## config.mk

```make
export PLATFORM = sky130hd
export DESIGN_NAME = set_assoc_cache_tag_lru_unit_flat
export DESIGN_NICKNAME = d
export VERILOG_FILES = /design/src/design/sacl_pkg.sv /design/src/design/sacl_ifs.sv /design/src/design/sacl_front.sv /design/src/design/sacl_queue.sv /design/src/design/sacl_back.sv /design/src/design/set_assoc_cache_tag_lru_unit.sv /design/src/flat_wrapper.sv
export VERILOG_INCLUDE_DIRS = /design/src /design/src/design
export SDC_FILE = /design/constraint.sdc
export NUM_CORES = 2
export LEC_CHECK = 0
export BUFFER_PORTS_ARGS = -buffer_cell sky130_fd_sc_hd__clkbuf_2
export CAP_MARGIN = 20
export CORE_UTILIZATION = 40
export CTS_BUF_LIST = sky130_fd_sc_hd__clkbuf_8
export CTS_CLUSTER_SIZE = 8
export DETAILED_ROUTE_END_ITERATION = 6
export GPL_TIMING_DRIVEN = 0
export PLACE_DENSITY = 0.54
export SYNTH_ARGS = -nofsm -noshare
export SYNTH_HDL_FRONTEND = slang
export SYNTH_SLANG_ARGS = --single-unit
```

## constraint.sdc

```tcl
create_clock -name clk -period 16.4 [get_ports clk]
set_input_delay 3.28 -clock clk [delete_from_list [all_inputs] [get_ports clk]]
set_output_delay 3.28 -clock clk [all_outputs]
set_load 0.03 [all_outputs]
```

## src/design/set_assoc_cache_tag_lru_unit_defines.svh

```systemverilog
// assertion macros for the tag/lru unit back end
// no dependencies; included by sacl_back, which checks its own logic
`ifndef SET_ASSOC_CACHE_TAG_LRU_UNIT_DEFINES_SVH
`define SET_ASSOC_CACHE_TAG_LRU_UNIT_DEFINES_SVH

// same-cycle implication, checked out of reset
`define SACL_ASSERT_NOW(label, clk, rst_n, ante, cons, msg) \
    label: assert property (@(posedge clk) disable iff (!rst_n) (ante) |-> (cons)) \
        else $error(msg);

// next-cycle implication, checked out of reset
`define SACL_ASSERT_NEXT(label, clk, rst_n, ante, cons, msg) \
    label: assert property (@(posedge clk) disable iff (!rst_n) (ante) |=> (cons)) \
        else $error(msg);

`endif

```

## src/design/sacl_pkg.sv

```systemverilog
// shared types, widths and codes for the set-associative tag/lru unit
// no dependencies; used by every other file of the block but the assertion macro header
package sacl_pkg;

    localparam int SET_IDX_W   = 4;
    localparam int TAG_IN_W    = 20;
    localparam int PAGE_W      = 20;
    localparam int STAMP_W     = 31;
    localparam int WAY_OUT_W   = 2;
    localparam int COUNT_W     = 32;
    localparam int BLK_LOG2_W  = 4;
    localparam int PAGE_LOG2_W = 5;
    localparam int CFG_IDX_W   = 2;
    localparam int CFG_DATA_W  = 8;

    localparam int DEF_NUM_SETS = 16;
    localparam int DEF_NUM_WAYS = 4;
    localparam int DEF_TAG_BITS = 20;

    localparam int QUEUE_DEPTH = 2;
    localparam int QPTR_W      = 1;

    localparam logic [BLK_LOG2_W-1:0]  BLK_LOG2_RST  = 4'd4;
    localparam logic [PAGE_LOG2_W-1:0] PAGE_LOG2_RST = 5'd12;

    localparam logic [CFG_IDX_W-1:0] CFG_REG_BLOCK = 2'd0;
    localparam logic [CFG_IDX_W-1:0] CFG_REG_PAGE  = 2'd1;

    localparam logic [COUNT_W-1:0] COUNT_MAX = '1;

    typedef enum logic [1:0] {
        OP_LOOKUP = 2'd0,
        OP_FILL   = 2'd1,
        OP_INVAL  = 2'd2,
        OP_NOP    = 2'd3
    } op_t;

    typedef struct packed {
        op_t                  op;
        logic [SET_IDX_W-1:0] set_idx;
        logic [TAG_IN_W-1:0]  tag;
        logic [PAGE_W-1:0]    page;
        logic [STAMP_W-1:0]   stamp;
    } item_t;

    typedef struct packed {
        logic empty;
        logic full;
    } q_status_t;

    typedef enum logic [2:0] {
        ST_CLEAR,
        ST_IDLE,
        ST_ACCESS,
        ST_SCAN,
        ST_SCAN_LAST,
        ST_DONE
    } back_state_t;

endpackage

```

## src/design/sacl_ifs.sv

```systemverilog
// valid/ready channel interfaces: request, response and register write
// depends on sacl_pkg for field widths
interface sacl_req_if;
    logic                            valid;
    logic                            ready;
    logic [1:0]                      opcode;
    logic [sacl_pkg::SET_IDX_W-1:0]  set_index;
    logic [sacl_pkg::TAG_IN_W-1:0]   tag_value;
    logic [sacl_pkg::PAGE_W-1:0]     target_page;
    logic [sacl_pkg::STAMP_W-1:0]    now_cycle;

    modport source (output valid, opcode, set_index, tag_value, target_page, now_cycle,
                    input ready);
    modport sink (input valid, opcode, set_index, tag_value, target_page, now_cycle,
                  output ready);
endinterface

interface sacl_rsp_if;
    logic                            valid;
    logic                            ready;
    logic                            hit;
    logic [sacl_pkg::WAY_OUT_W-1:0]  way;
    logic [sacl_pkg::COUNT_W-1:0]    hit_total;
    logic [sacl_pkg::COUNT_W-1:0]    miss_total;

    modport source (output valid, hit, way, hit_total, miss_total, input ready);
    modport sink (input valid, hit, way, hit_total, miss_total, output ready);
endinterface

interface sacl_cfg_if;
    logic                             valid;
    logic                             ready;
    logic [sacl_pkg::CFG_IDX_W-1:0]   index;
    logic [sacl_pkg::CFG_DATA_W-1:0]  data;

    modport source (output valid, index, data, input ready);
    modport sink (input valid, index, data, output ready);
endinterface

```

## src/design/sacl_front.sv

```systemverilog
// front end: takes request transactions, decodes the opcode and folds the set index
// depends on sacl_pkg and sacl_req_if
module sacl_front #(
    parameter int NUM_SETS = sacl_pkg::DEF_NUM_SETS
) (
    sacl_req_if.sink             req,
    input  sacl_pkg::q_status_t  q_status,
    output logic                 push,
    output sacl_pkg::item_t      push_item
);

    logic [sacl_pkg::SET_IDX_W-1:0] set_wrap;

    // set index wraps modulo the set count; per-code constant table
    always_comb
    begin
        set_wrap = '0;
        for (int i = 0; i < (1 << sacl_pkg::SET_IDX_W); i++)
        begin
            if (req.set_index == sacl_pkg::SET_IDX_W'(i))
            begin
                set_wrap = sacl_pkg::SET_IDX_W'(i % NUM_SETS);
            end
        end
    end

    assign req.ready = !q_status.full;
    assign push      = req.valid && !q_status.full;

    always_comb
    begin
        push_item.op      = sacl_pkg::op_t'(req.opcode);
        push_item.set_idx = set_wrap;
        push_item.tag     = req.tag_value;
        push_item.page    = req.target_page;
        push_item.stamp   = req.now_cycle;
    end

endmodule

```

## src/design/sacl_queue.sv

```systemverilog
// two-entry queue of decoded requests between front and back
// depends on sacl_pkg
module sacl_queue (
    input  logic                 clk,
    input  logic                 rst_n,
    input  logic                 push,
    input  sacl_pkg::item_t      push_item,
    input  logic                 pop,
    output sacl_pkg::item_t      pop_item,
    output sacl_pkg::q_status_t  status
);

    sacl_pkg::item_t                slot_reg [sacl_pkg::QUEUE_DEPTH];
    logic [sacl_pkg::QPTR_W-1:0]    rd_ptr_reg, rd_ptr_next;
    logic [sacl_pkg::QPTR_W-1:0]    wr_ptr_reg, wr_ptr_next;
    logic [sacl_pkg::QPTR_W:0]      count_reg, count_next;

    always_comb
    begin
        rd_ptr_next = pop ? rd_ptr_reg + 1'b1 : rd_ptr_reg;
        wr_ptr_next = push ? wr_ptr_reg + 1'b1 : wr_ptr_reg;
        count_next  = count_reg;
        if (push && !pop)
        begin
            count_next = count_reg + 1'b1;
        end
        else if (pop && !push)
        begin
            count_next = count_reg - 1'b1;
        end
    end

    always_ff @(posedge clk or negedge rst_n)
    begin
        if (!rst_n)
        begin
            rd_ptr_reg <= '0;
            wr_ptr_reg <= '0;
            count_reg  <= '0;
        end
        else
        begin
            rd_ptr_reg <= rd_ptr_next;
            wr_ptr_reg <= wr_ptr_next;
            count_reg  <= count_next;
        end
    end

    always_ff @(posedge clk)
    begin
        if (push)
        begin
            slot_reg[wr_ptr_reg] <= push_item;
        end
    end

    assign pop_item     = slot_reg[rd_ptr_reg];
    assign status.empty = (count_reg == '0);
    assign status.full  = (count_reg == (sacl_pkg::QPTR_W+1)'(sacl_pkg::QUEUE_DEPTH));

endmodule

```

## src/design/sacl_back.sv

```systemverilog
// back end: tag/valid/stamp memory, lookup, fill, page scan, counters, result register
// depends on sacl_pkg, sacl_rsp_if and the assertion macro header
`include "set_assoc_cache_tag_lru_unit_defines.svh"

module sacl_back #(
    parameter int NUM_SETS = sacl_pkg::DEF_NUM_SETS,
    parameter int NUM_WAYS = sacl_pkg::DEF_NUM_WAYS,
    parameter int TAG_BITS = sacl_pkg::DEF_TAG_BITS
) (
    input  logic                                clk,
    input  logic                                rst_n,
    input  sacl_pkg::q_status_t                 q_status,
    input  sacl_pkg::item_t                     item,
    output logic                                pop,
    input  logic [sacl_pkg::BLK_LOG2_W-1:0]     blk_log2,
    input  logic [sacl_pkg::PAGE_LOG2_W-1:0]    pg_log2,
    sacl_rsp_if.source                          rsp
);

    localparam int SET_W   = (NUM_SETS > 1) ? $clog2(NUM_SETS) : 1;
    localparam int WAY_W   = (NUM_WAYS > 1) ? $clog2(NUM_WAYS) : 1;
    localparam int LEAVES  = 1 << WAY_W;
    localparam int AW      = TAG_BITS + SET_W;
    localparam int MAX_SHL = (1 << sacl_pkg::BLK_LOG2_W) - 1;
    localparam int SW      = (AW + MAX_SHL > sacl_pkg::PAGE_W) ? AW + MAX_SHL : sacl_pkg::PAGE_W;
    localparam int STAMP_W = sacl_pkg::STAMP_W;

    // set-wide rows: one read and one write per cycle
    logic [NUM_WAYS-1:0]                valid_mem [NUM_SETS];
    logic [NUM_WAYS-1:0][TAG_BITS-1:0]  tag_mem   [NUM_SETS];
    logic [NUM_WAYS-1:0][STAMP_W-1:0]   stamp_mem [NUM_SETS];

    logic [NUM_WAYS-1:0]                rd_valid_reg;
    logic [NUM_WAYS-1:0][TAG_BITS-1:0]  rd_tag_reg;
    logic [NUM_WAYS-1:0][STAMP_W-1:0]   rd_stamp_reg;

    logic                               rd_en;
    logic [SET_W-1:0]                   rd_addr;
    logic                               wr_en;
    logic [SET_W-1:0]                   wr_addr;
    logic [NUM_WAYS-1:0]                wr_valid;
    logic [NUM_WAYS-1:0][TAG_BITS-1:0]  wr_tag;
    logic [NUM_WAYS-1:0][STAMP_W-1:0]   wr_stamp;

    sacl_pkg::back_state_t              state_reg, state_next;
    sacl_pkg::item_t                    cur_reg, cur_next;
    logic [SET_W-1:0]                   scan_reg, scan_next;
    logic                               pend_reg, pend_next;
    logic [SET_W-1:0]                   pend_set_reg, pend_set_next;
    logic [sacl_pkg::COUNT_W-1:0]       hits_reg, hits_next;
    logic [sacl_pkg::COUNT_W-1:0]       misses_reg, misses_next;

    logic                               rsp_valid_reg, rsp_valid_next;
    logic                               rsp_hit_reg, rsp_hit_next;
    logic [sacl_pkg::WAY_OUT_W-1:0]     rsp_way_reg, rsp_way_next;
    logic [sacl_pkg::COUNT_W-1:0]       rsp_hits_reg, rsp_hits_next;
    logic [sacl_pkg::COUNT_W-1:0]       rsp_misses_reg, rsp_misses_next;

    logic [TAG_BITS-1:0]                tag_cur;
    logic [SET_W-1:0]                   cur_set;
    logic [NUM_WAYS-1:0]                hit_vec;
    logic                               hit_any;
    logic [WAY_W-1:0]                   hit_way;
    logic                               has_free;
    logic [WAY_W-1:0]                   free_way;
    logic [WAY_W-1:0]                   victim;
    logic [NUM_WAYS-1:0]                inv_hit;
    logic                               slot_free;

    logic [STAMP_W-1:0]                 node_stamp [2*LEAVES];
    logic [WAY_W-1:0]                   node_way   [2*LEAVES];

    always_ff @(posedge clk)
    begin
        if (wr_en)
        begin
            valid_mem[wr_addr] <= wr_valid;
            tag_mem[wr_addr]   <= wr_tag;
            stamp_mem[wr_addr] <= wr_stamp;
        end
        if (rd_en)
        begin
            rd_valid_reg <= valid_mem[rd_addr];
            rd_tag_reg   <= tag_mem[rd_addr];
            rd_stamp_reg <= stamp_mem[rd_addr];
        end
    end

    assign tag_cur   = TAG_BITS'(cur_reg.tag);
    assign cur_set   = SET_W'(cur_reg.set_idx);
    assign slot_free = !rsp_valid_reg || rsp.ready;

    // tag compare and first invalid way
    always_comb
    begin
        hit_vec  = '0;
        hit_way  = '0;
        free_way = '0;
        for (int w = 0; w < NUM_WAYS; w++)
        begin
            hit_vec[w] = rd_valid_reg[w] && (rd_tag_reg[w] == tag_cur);
        end
        for (int w = NUM_WAYS - 1; w >= 0; w--)
        begin
            if (hit_vec[w])
            begin
                hit_way = WAY_W'(w);
            end
            if (!rd_valid_reg[w])
            begin
                free_way = WAY_W'(w);
            end
        end
        hit_any  = |hit_vec;
        has_free = !(&rd_valid_reg);
    end

    // victim: first invalid way if any, else oldest stamp, ties to the lower way; all stamps at max gives way 0
    always_comb
    begin
        node_stamp[0] = '0;
        node_way[0]   = '0;
        for (int n = 0; n < LEAVES; n++)
        begin
            if (n < NUM_WAYS)
            begin
                node_stamp[LEAVES+n] = rd_stamp_reg[WAY_W'(n)];
            end
            else
            begin
                node_stamp[LEAVES+n] = '1;
            end
            node_way[LEAVES+n] = WAY_W'(n);
        end
        for (int n = LEAVES - 1; n >= 1; n--)
        begin
            if (node_stamp[2*n+1] < node_stamp[2*n])
            begin
                node_stamp[n] = node_stamp[2*n+1];
                node_way[n]   = node_way[2*n+1];
            end
            else
            begin
                node_stamp[n] = node_stamp[2*n];
                node_way[n]   = node_way[2*n];
            end
        end
        victim = has_free ? free_way : node_way[1];
    end

    // page number of each way of the row read during the scan
    always_comb
    begin
        logic [AW-1:0] line_addr;
        logic [SW-1:0] shifted;
        line_addr = '0;
        shifted   = '0;
        inv_hit   = '0;
        for (int w = 0; w < NUM_WAYS; w++)
        begin
            line_addr  = AW'(rd_tag_reg[w]) * AW'(NUM_SETS) + AW'(pend_set_reg);
            shifted    = (SW'(line_addr) << blk_log2) >> pg_log2;
            inv_hit[w] = rd_valid_reg[w] && (shifted == SW'(cur_reg.page));
        end
    end

    always_comb
    begin
        state_next      = state_reg;
        cur_next        = cur_reg;
        scan_next       = scan_reg;
        pend_next       = pend_reg;
        pend_set_next   = pend_set_reg;
        hits_next       = hits_reg;
        misses_next     = misses_reg;
        rsp_valid_next  = rsp_valid_reg && !rsp.ready;
        rsp_hit_next    = rsp_hit_reg;
        rsp_way_next    = rsp_way_reg;
        rsp_hits_next   = rsp_hits_reg;
        rsp_misses_next = rsp_misses_reg;
        pop             = 1'b0;
        rd_en           = 1'b0;
        rd_addr         = SET_W'(item.set_idx);
        wr_en           = 1'b0;
        wr_addr         = cur_set;
        wr_valid        = rd_valid_reg;
        wr_tag          = rd_tag_reg;
        wr_stamp        = rd_stamp_reg;

        case (state_reg)
            sacl_pkg::ST_CLEAR:
            begin
                wr_en     = 1'b1;
                wr_addr   = scan_reg;
                wr_valid  = '0;
                scan_next = scan_reg + 1'b1;
                if (scan_reg == SET_W'(NUM_SETS - 1))
                begin
                    scan_next  = '0;
                    state_next = sacl_pkg::ST_IDLE;
                end
            end
            sacl_pkg::ST_IDLE:
            begin
                if (!q_status.empty)
                begin
                    pop      = 1'b1;
                    cur_next = item;
                    case (item.op)
                        sacl_pkg::OP_LOOKUP,
                        sacl_pkg::OP_FILL:
                        begin
                            rd_en      = 1'b1;
                            state_next = sacl_pkg::ST_ACCESS;
                        end
                        sacl_pkg::OP_INVAL:
                        begin
                            scan_next  = '0;
                            pend_next  = 1'b0;
                            state_next = sacl_pkg::ST_SCAN;
                        end
                        default:
                        begin
                            state_next = sacl_pkg::ST_DONE;
                        end
                    endcase
                end
            end
            sacl_pkg::ST_ACCESS:
            begin
                if (slot_free)
                begin
                    wr_en          = 1'b1;
                    rsp_valid_next = 1'b1;
                    rsp_hit_next   = 1'b0;
                    if (cur_reg.op == sacl_pkg::OP_FILL)
                    begin
                        wr_valid[victim] = 1'b1;
                        wr_tag[victim]   = tag_cur;
                        wr_stamp[victim] = cur_reg.stamp;
                        rsp_way_next     = sacl_pkg::WAY_OUT_W'(victim);
                    end
                    else if (hit_any)
                    begin
                        wr_stamp[hit_way] = cur_reg.stamp;
                        if (hits_reg != sacl_pkg::COUNT_MAX)
                        begin
                            hits_next = hits_reg + 1'b1;
                        end
                        rsp_hit_next = 1'b1;
                        rsp_way_next = sacl_pkg::WAY_OUT_W'(hit_way);
                    end
                    else
                    begin
                        if (misses_reg != sacl_pkg::COUNT_MAX)
                        begin
                            misses_next = misses_reg + 1'b1;
                        end
                        rsp_way_next = '0;
                    end
                    rsp_hits_next   = hits_next;
                    rsp_misses_next = misses_next;
                    state_next      = sacl_pkg::ST_IDLE;
                end
            end
            sacl_pkg::ST_SCAN:
            begin
                // read row scan while writing back the row read in the previous cycle
                rd_en         = 1'b1;
                rd_addr       = scan_reg;
                pend_next     = 1'b1;
                pend_set_next = scan_reg;
                if (pend_reg)
                begin
                    wr_en    = 1'b1;
                    wr_addr  = pend_set_reg;
                    wr_valid = rd_valid_reg & ~inv_hit;
                end
                scan_next = scan_reg + 1'b1;
                if (scan_reg == SET_W'(NUM_SETS - 1))
                begin
                    scan_next  = '0;
                    state_next = sacl_pkg::ST_SCAN_LAST;
                end
            end
            sacl_pkg::ST_SCAN_LAST:
            begin
                wr_en      = 1'b1;
                wr_addr    = pend_set_reg;
                wr_valid   = rd_valid_reg & ~inv_hit;
                pend_next  = 1'b0;
                state_next = sacl_pkg::ST_DONE;
            end
            sacl_pkg::ST_DONE:
            begin
                if (slot_free)
                begin
                    rsp_valid_next  = 1'b1;
                    rsp_hit_next    = 1'b0;
                    rsp_way_next    = '0;
                    rsp_hits_next   = hits_reg;
                    rsp_misses_next = misses_reg;
                    state_next      = sacl_pkg::ST_IDLE;
                end
            end
            default:
            begin
                state_next = sacl_pkg::ST_IDLE;
            end
        endcase
    end

    always_ff @(posedge clk or negedge rst_n)
    begin
        if (!rst_n)
        begin
            state_reg     <= sacl_pkg::ST_CLEAR;
            scan_reg      <= '0;
            pend_reg      <= 1'b0;
            hits_reg      <= '0;
            misses_reg    <= '0;
            rsp_valid_reg <= 1'b0;
        end
        else
        begin
            state_reg     <= state_next;
            scan_reg      <= scan_next;
            pend_reg      <= pend_next;
            hits_reg      <= hits_next;
            misses_reg    <= misses_next;
            rsp_valid_reg <= rsp_valid_next;
        end
    end

    always_ff @(posedge clk)
    begin
        cur_reg        <= cur_next;
        pend_set_reg   <= pend_set_next;
        rsp_hit_reg    <= rsp_hit_next;
        rsp_way_reg    <= rsp_way_next;
        rsp_hits_reg   <= rsp_hits_next;
        rsp_misses_reg <= rsp_misses_next;
    end

    assign rsp.valid      = rsp_valid_reg;
    assign rsp.hit        = rsp_hit_reg;
    assign rsp.way        = rsp_way_reg;
    assign rsp.hit_total  = rsp_hits_reg;
    assign rsp.miss_total = rsp_misses_reg;

    `SACL_ASSERT_NOW(a_wr_addr_range, clk, rst_n, wr_en, wr_addr <= SET_W'(NUM_SETS - 1), "row write outside the set range")
    `SACL_ASSERT_NEXT(a_hit_count, clk, rst_n, state_reg == sacl_pkg::ST_ACCESS && slot_free && cur_reg.op == sacl_pkg::OP_LOOKUP && hit_any, hits_reg == $past(hits_reg) + 1 || $past(hits_reg) == sacl_pkg::COUNT_MAX, "lookup hit not counted")
    `SACL_ASSERT_NOW(a_fill_installs, clk, rst_n, state_reg == sacl_pkg::ST_ACCESS && slot_free && cur_reg.op == sacl_pkg::OP_FILL, wr_en && wr_valid[victim], "fill does not set the victim valid")
    `SACL_ASSERT_NOW(a_clear_quiet, clk, rst_n, state_reg == sacl_pkg::ST_CLEAR, !rsp_valid_reg && !pop, "activity during the clearing pass")

endmodule

```

## src/design/set_assoc_cache_tag_lru_unit.sv

```systemverilog
// Tag array of a set-associative cache with timestamp lru replacement.
// Channels: req (sink) carries opcode, set_index, tag_value, target_page and
// now_cycle; rsp (source) returns hit, way, hit_total and miss_total, one
// transaction per request; cfg (sink) writes block_bytes_log2 (index 0) and
// page_bytes_log2 (index 1), always ready, to be used while the unit is idle.
// Lookup and fill in the back end first read the set-wide row from the tag/stamp
// memory, then compare, pick a victim and write back.
// The response is registered once the request has passed the queue and the row read;
// the back end takes no new lookup or fill until it has answered the current one.
// Page invalidate walks the memory one set a cycle, writing back each row after it
// is read; its response is registered after the last row is written back.
// A two-entry request queue lets req be taken while a response waits on rsp.
// After reset a clearing pass over all NUM_SETS sets zeroes the valid bits; requests
// are queued but not served until it ends. Counters reset to zero.
// When rsp is stalled the response register holds and the back end waits; the
// queue then fills and req.ready drops.
// Depends on sacl_pkg, sacl_ifs, sacl_front, sacl_queue and sacl_back.
module set_assoc_cache_tag_lru_unit #(
    parameter int NUM_SETS = sacl_pkg::DEF_NUM_SETS,
    parameter int NUM_WAYS = sacl_pkg::DEF_NUM_WAYS,
    parameter int TAG_BITS = sacl_pkg::DEF_TAG_BITS
) (
    input  logic        clk,
    input  logic        rst_n,
    sacl_cfg_if.sink    cfg,
    sacl_req_if.sink    req,
    sacl_rsp_if.source  rsp
);

    logic [sacl_pkg::BLK_LOG2_W-1:0]  blk_log2_reg;
    logic [sacl_pkg::PAGE_LOG2_W-1:0] pg_log2_reg;

    sacl_pkg::q_status_t  q_status;
    sacl_pkg::item_t      push_item;
    sacl_pkg::item_t      pop_item;
    logic                 push;
    logic                 pop;

    assign cfg.ready = 1'b1;

    always_ff @(posedge clk or negedge rst_n)
    begin
        if (!rst_n)
        begin
            blk_log2_reg <= sacl_pkg::BLK_LOG2_RST;
            pg_log2_reg  <= sacl_pkg::PAGE_LOG2_RST;
        end
        else if (cfg.valid)
        begin
            case (cfg.index)
                sacl_pkg::CFG_REG_BLOCK: blk_log2_reg <= cfg.data[sacl_pkg::BLK_LOG2_W-1:0];
                sacl_pkg::CFG_REG_PAGE:  pg_log2_reg  <= cfg.data[sacl_pkg::PAGE_LOG2_W-1:0];
                default:
                begin
                end
            endcase
        end
    end

    sacl_front #(
        .NUM_SETS (NUM_SETS)
    ) u_front (
        .req       (req),
        .q_status  (q_status),
        .push      (push),
        .push_item (push_item)
    );

    sacl_queue u_queue (
        .clk       (clk),
        .rst_n     (rst_n),
        .push      (push),
        .push_item (push_item),
        .pop       (pop),
        .pop_item  (pop_item),
        .status    (q_status)
    );

    sacl_back #(
        .NUM_SETS (NUM_SETS),
        .NUM_WAYS (NUM_WAYS),
        .TAG_BITS (TAG_BITS)
    ) u_back (
        .clk      (clk),
        .rst_n    (rst_n),
        .q_status (q_status),
        .item     (pop_item),
        .pop      (pop),
        .blk_log2 (blk_log2_reg),
        .pg_log2  (pg_log2_reg),
        .rsp      (rsp)
    );

endmodule

```

## src/flat_wrapper.sv

```systemverilog
// flat-port wrapper written by rule: the top's interface ports become plain ports
module set_assoc_cache_tag_lru_unit_flat 
#(
    parameter int NUM_SETS = sacl_pkg::DEF_NUM_SETS,
    parameter int NUM_WAYS = sacl_pkg::DEF_NUM_WAYS,
    parameter int TAG_BITS = sacl_pkg::DEF_TAG_BITS
)
  (clk, rst_n, cfg_valid, cfg_index, cfg_data, cfg_ready, req_valid, req_opcode, req_set_index, req_tag_value, req_target_page, req_now_cycle, req_ready, rsp_valid, rsp_hit, rsp_way, rsp_hit_total, rsp_miss_total, rsp_ready);
  sacl_cfg_if cfg_i ();
  sacl_req_if req_i ();
  sacl_rsp_if rsp_i ();
  input  logic clk;
  input  logic rst_n;
  input wire logic [$bits(cfg_i.valid)-1:0] cfg_valid;
  input wire logic [$bits(cfg_i.index)-1:0] cfg_index;
  input wire logic [$bits(cfg_i.data)-1:0] cfg_data;
  output wire logic [$bits(cfg_i.ready)-1:0] cfg_ready;
  input wire logic [$bits(req_i.valid)-1:0] req_valid;
  input wire logic [$bits(req_i.opcode)-1:0] req_opcode;
  input wire logic [$bits(req_i.set_index)-1:0] req_set_index;
  input wire logic [$bits(req_i.tag_value)-1:0] req_tag_value;
  input wire logic [$bits(req_i.target_page)-1:0] req_target_page;
  input wire logic [$bits(req_i.now_cycle)-1:0] req_now_cycle;
  output wire logic [$bits(req_i.ready)-1:0] req_ready;
  output wire logic [$bits(rsp_i.valid)-1:0] rsp_valid;
  output wire logic [$bits(rsp_i.hit)-1:0] rsp_hit;
  output wire logic [$bits(rsp_i.way)-1:0] rsp_way;
  output wire logic [$bits(rsp_i.hit_total)-1:0] rsp_hit_total;
  output wire logic [$bits(rsp_i.miss_total)-1:0] rsp_miss_total;
  input wire logic [$bits(rsp_i.ready)-1:0] rsp_ready;
  assign cfg_i.valid = cfg_valid;
  assign cfg_i.index = cfg_index;
  assign cfg_i.data = cfg_data;
  assign cfg_ready = cfg_i.ready;
  assign req_i.valid = req_valid;
  assign req_i.opcode = req_opcode;
  assign req_i.set_index = req_set_index;
  assign req_i.tag_value = req_tag_value;
  assign req_i.target_page = req_target_page;
  assign req_i.now_cycle = req_now_cycle;
  assign req_ready = req_i.ready;
  assign rsp_valid = rsp_i.valid;
  assign rsp_hit = rsp_i.hit;
  assign rsp_way = rsp_i.way;
  assign rsp_hit_total = rsp_i.hit_total;
  assign rsp_miss_total = rsp_i.miss_total;
  assign rsp_i.ready = rsp_ready;
  set_assoc_cache_tag_lru_unit #(.NUM_SETS(NUM_SETS), .NUM_WAYS(NUM_WAYS), .TAG_BITS(TAG_BITS)) u_core (.clk(clk), .rst_n(rst_n), .cfg(cfg_i), .req(req_i), .rsp(rsp_i));
endmodule
```

==> results by group <==
Detailed routing
  – Initial DRC count: 10,195
  – Number of remaining DRC errors: 2
  – Drt total wl: 539 mm
  – WL per Instance: 40.5 um
  – Vias: 83,660
  – Antenna viol nets, final: 0
  – First-pass DRT Iterations: 7
  – DR vias/cell: 6.29

Setup path
  – Worst setup SP type: register
  – Crit path max fanout: 16
  – Critical path launch point: u_core.blk_log2_reg[2]
  – Critical Path End: u_core.u_back.valid_mem[14][1]
  – Setup Crit Path Kind: reg2reg
  – Reg2reg end: u_core.u_back.valid_mem[14][1]
  – R2R depth: 17
  – Worst reg-to-reg setup slack: 7.70 ns
  – Crit path required time: 17.23 ns
  – Crit path DAT: 9.53 ns
  – Reg2Reg Launch Point: u_core.blk_log2_reg[2]
  – Critical path endpoint category: register

Finish
  – Total Nets Final: 8,776
  – Cell Count, Final, Fillers Out: 13,292
  – Area grow syn2layout: 15.1%
  – Commonest non-fill, non-tap cell in the layout: edfxtp_1
  – Commonest cells after routing, fill and taps aside: edfxtp_1 (2,784), mux4_2 (728), clkbuf_8 (461)
  – Final instance area: 0.149 mm2
  – # fillers: 27,856
  – Fin util: 46.3%
  – Largest register FFs: 1,280
  – Ratio of cells with drive above 1 in the final layout: 24.6%

Clocking
  – Max clock buf depth: 4
  – H-tree levels: 5
  – Worst-path clk slew: 0.06 ns
  – CTS buffer count: 457
  – Hold Buf Count CTS: 0
  – CTS root buffer: clkbuf_8
  – Total clock sinks: 2,870
  – CTS tree: yes
  – Post-CTS sizing: 0
  – Clk_lat worst skew: 1.14 ns
  – Post-CTS Setup Repair Bufs: 0

Logic synthesis
  – Register bit count reported by yosys: 2,870
  – Gate Count Post-Synth: 7,750
  – Syn nets: 7,876
  – Async SR Flop Fraction: 3.00%
  – Synthesized area per cell: 16.7 um2
  – Unique masters post-synth: 87
  – Number of synthesized flops with an enable pin: 2,784
  – Synthesis warning total: 0
  – Post-synthesis sequential area ratio: 66.3%
  – Main synth FF type: edfxtp_1
  – Synthesized area: 0.129 mm2

Timing
  – Hold Violations, Final: 0
  – Unrepaired setup endpoints after global routing: no
  – Worst Max-Slew Pin Slew: 1.44 ns
  – Rel. slew slack: 3.90%
  – Final setup fails: 0
  – TNS Setup: 0 ns
  – Max-slew violation count: 0
  – Fmax: 115 MHz
  – Clock Skews: 0.151 ns
  – Min Tclk post-route: 8.70 ns
  – Final period util: 53.0%

Power
  – Pwr/cell area: 215 mW/mm2
  – Maximum vdd drop: 0.000108 V
  – Lkg Pwr: 49.0 nW

Die
  – Initial cell density of the core: 40.3%
  – Chip width: 571 um
  – DIE HEIGHT: 571 um
  – Total core area: 0.321 mm2
  – Die ar.: 0.326 mm2
  – Row count: 208
  – I/O pins: 162

Hold path
  – HP Class: reg2reg

Global routing
  – Initial antenna violation count: 31
  – First-pass GRT wire length: 723 mm
  – Total gr overflow: 0
  – Total GRT Usage: 32.7%
  – Number of global-route vias before repair: 82,252
  – Pin count of the biggest net entering global routing: 48

Placed design
  – PortBufs: 153
  – Post-Place Cell Area: 0.141 mm2
  – Routability cong.: 1.02
  – Dpl cells: 12,470
  – Final HPWL DP: 400 mm

Run status
  – Status: finished, violations left
  – Failing checks: DRC

Run
  – Max-cap check violation count: 0
-- per-stage QoR --
step	setup WS (ns)	hold slack [ns]	power (mW)
floorplan	4.13	0.423	19.6
global placement	-10.11	0.441	26.1
global route	7.87	0.479	33.0
CTS	8.09	0.462	31.8
detailed placement	8.05	0.445	26.3
finish	7.70	0.460	32.0
-- logic make-up after synthesis --
logic type	count (synthesis)	share of synthesized area, %
flops	2870	66.3
other cells	1	0.00290
fa+ha+maj	34	0.329
simple gates	1281	4.88
compound gates	1285	6.85
mux	1344	17.8
xor+xnor	290	1.96
buf+inv	645	1.96
-- critical path: stages, from the launching register on --
cell and delay (ns):
dfstp_2 0.62, buf_2 0.50, buf_2 0.49, buf_2 0.52
buf_2 0.55, clkbuf_1 0.90, clkbuf_1 0.77, a311oi_1 0.30
o311ai_0 0.76, a21oi_1 0.16, o22ai_1 0.37, o2111ai_1 0.21
o41ai_1 0.66, nand4_1 0.23, nor4_1 0.36, and4_1 0.71
nor3_2 0.11, buf_6 0.19
-- metal layers --
layer | GRT usage [%] | wire length [um]
met3 | 4.72 | 38300
met1 | 44.8 | 223000
met4 | 16.4 | 31500
met2 | 51.0 | 246000
met5 | 0 | 77
-- cell type report --
class | instances | area (um2) | area share [%]
antenna | 20 | 50.0 | 0.0336
buffer | 579 | 2330 | 1.57
clock inverter | 315 | 1600 | 1.08
timing repair buffer | 441 | 5810 | 3.90
multi-input combinational | 4235 | 41400 | 27.8
tap | 4305 | 5390 | 3.62
inverter | 66 | 250 | 0.168
clock buffer | 461 | 6340 | 4.26
sequential | 2870 | 85800 | 57.6
-- worst min path at each step --
stage	startpoint	end	slack, ns	cells after the start
2_1_floorplan	u_core.u_back.scan_reg[2]	u_core.u_back.pend_set_reg[2]	0.42	0
3_3_place_gp	u_core.u_back.scan_reg[2]	u_core.u_back.pend_set_reg[2]	0.44	0
3_5_place_dp	u_core.u_back.scan_reg[2]	u_core.u_back.pend_set_reg[2]	0.45	0
4_1_cts	u_core.u_back.scan_reg[2]	u_core.u_back.pend_set_reg[2]	0.46	0
5_1_grt	u_core.u_back.scan_reg[2]	u_core.u_back.pend_set_reg[2]	0.48	0
6_report	u_core.u_back.scan_reg[2]	u_core.u_back.pend_set_reg[2]	0.46	0
-- Yosys cell counts (all sizes together), types with 14 or more instances --
cell type,number,area (um2)
and2,57,357
nor2,253,950
nor4,44,275
xnor2,186,1630
o22a,14,123
a22o,27,236
nand2,393,1480
mux2,339,3820
o21a,21,158
a2111oi,14,130
a211oi,185,1390
o22ai,90,563
o221ai,25,219
a22oi,77,578
ha,34,425
xor2,104,911
edfxtp,2784,83600
a31oi,58,363
or2,19,119
dfrtp,83,2080
a221oi,44,398
nor3,66,330
o21ai,172,861
a21oi,271,1360
a2bb2oi,15,131
a21o,34,255
a221o,14,140
o31ai,16,120
buf,180,792
nand2b,27,169
o211ai,44,330
nor2b,158,988
nand3,95,475
nand4,62,388
mux2i,277,2770
mux4,728,16400
a32oi,24,210
and3,46,288
o2bb2ai,22,193
inv,65,244
clkbuf,399,1500
-- power by group --
| part | switching, mW | internal (mW) | total (mW) |
|---|---|---|---|
| Combinational | 9.88 | 5.18 | 15.1 |
| Clock | 2.79 | 2.70 | 5.49 |
| Sequential | 0.775 | 10.7 | 11.5 |
Note: power is estimated with default switching activity, not from simulation.
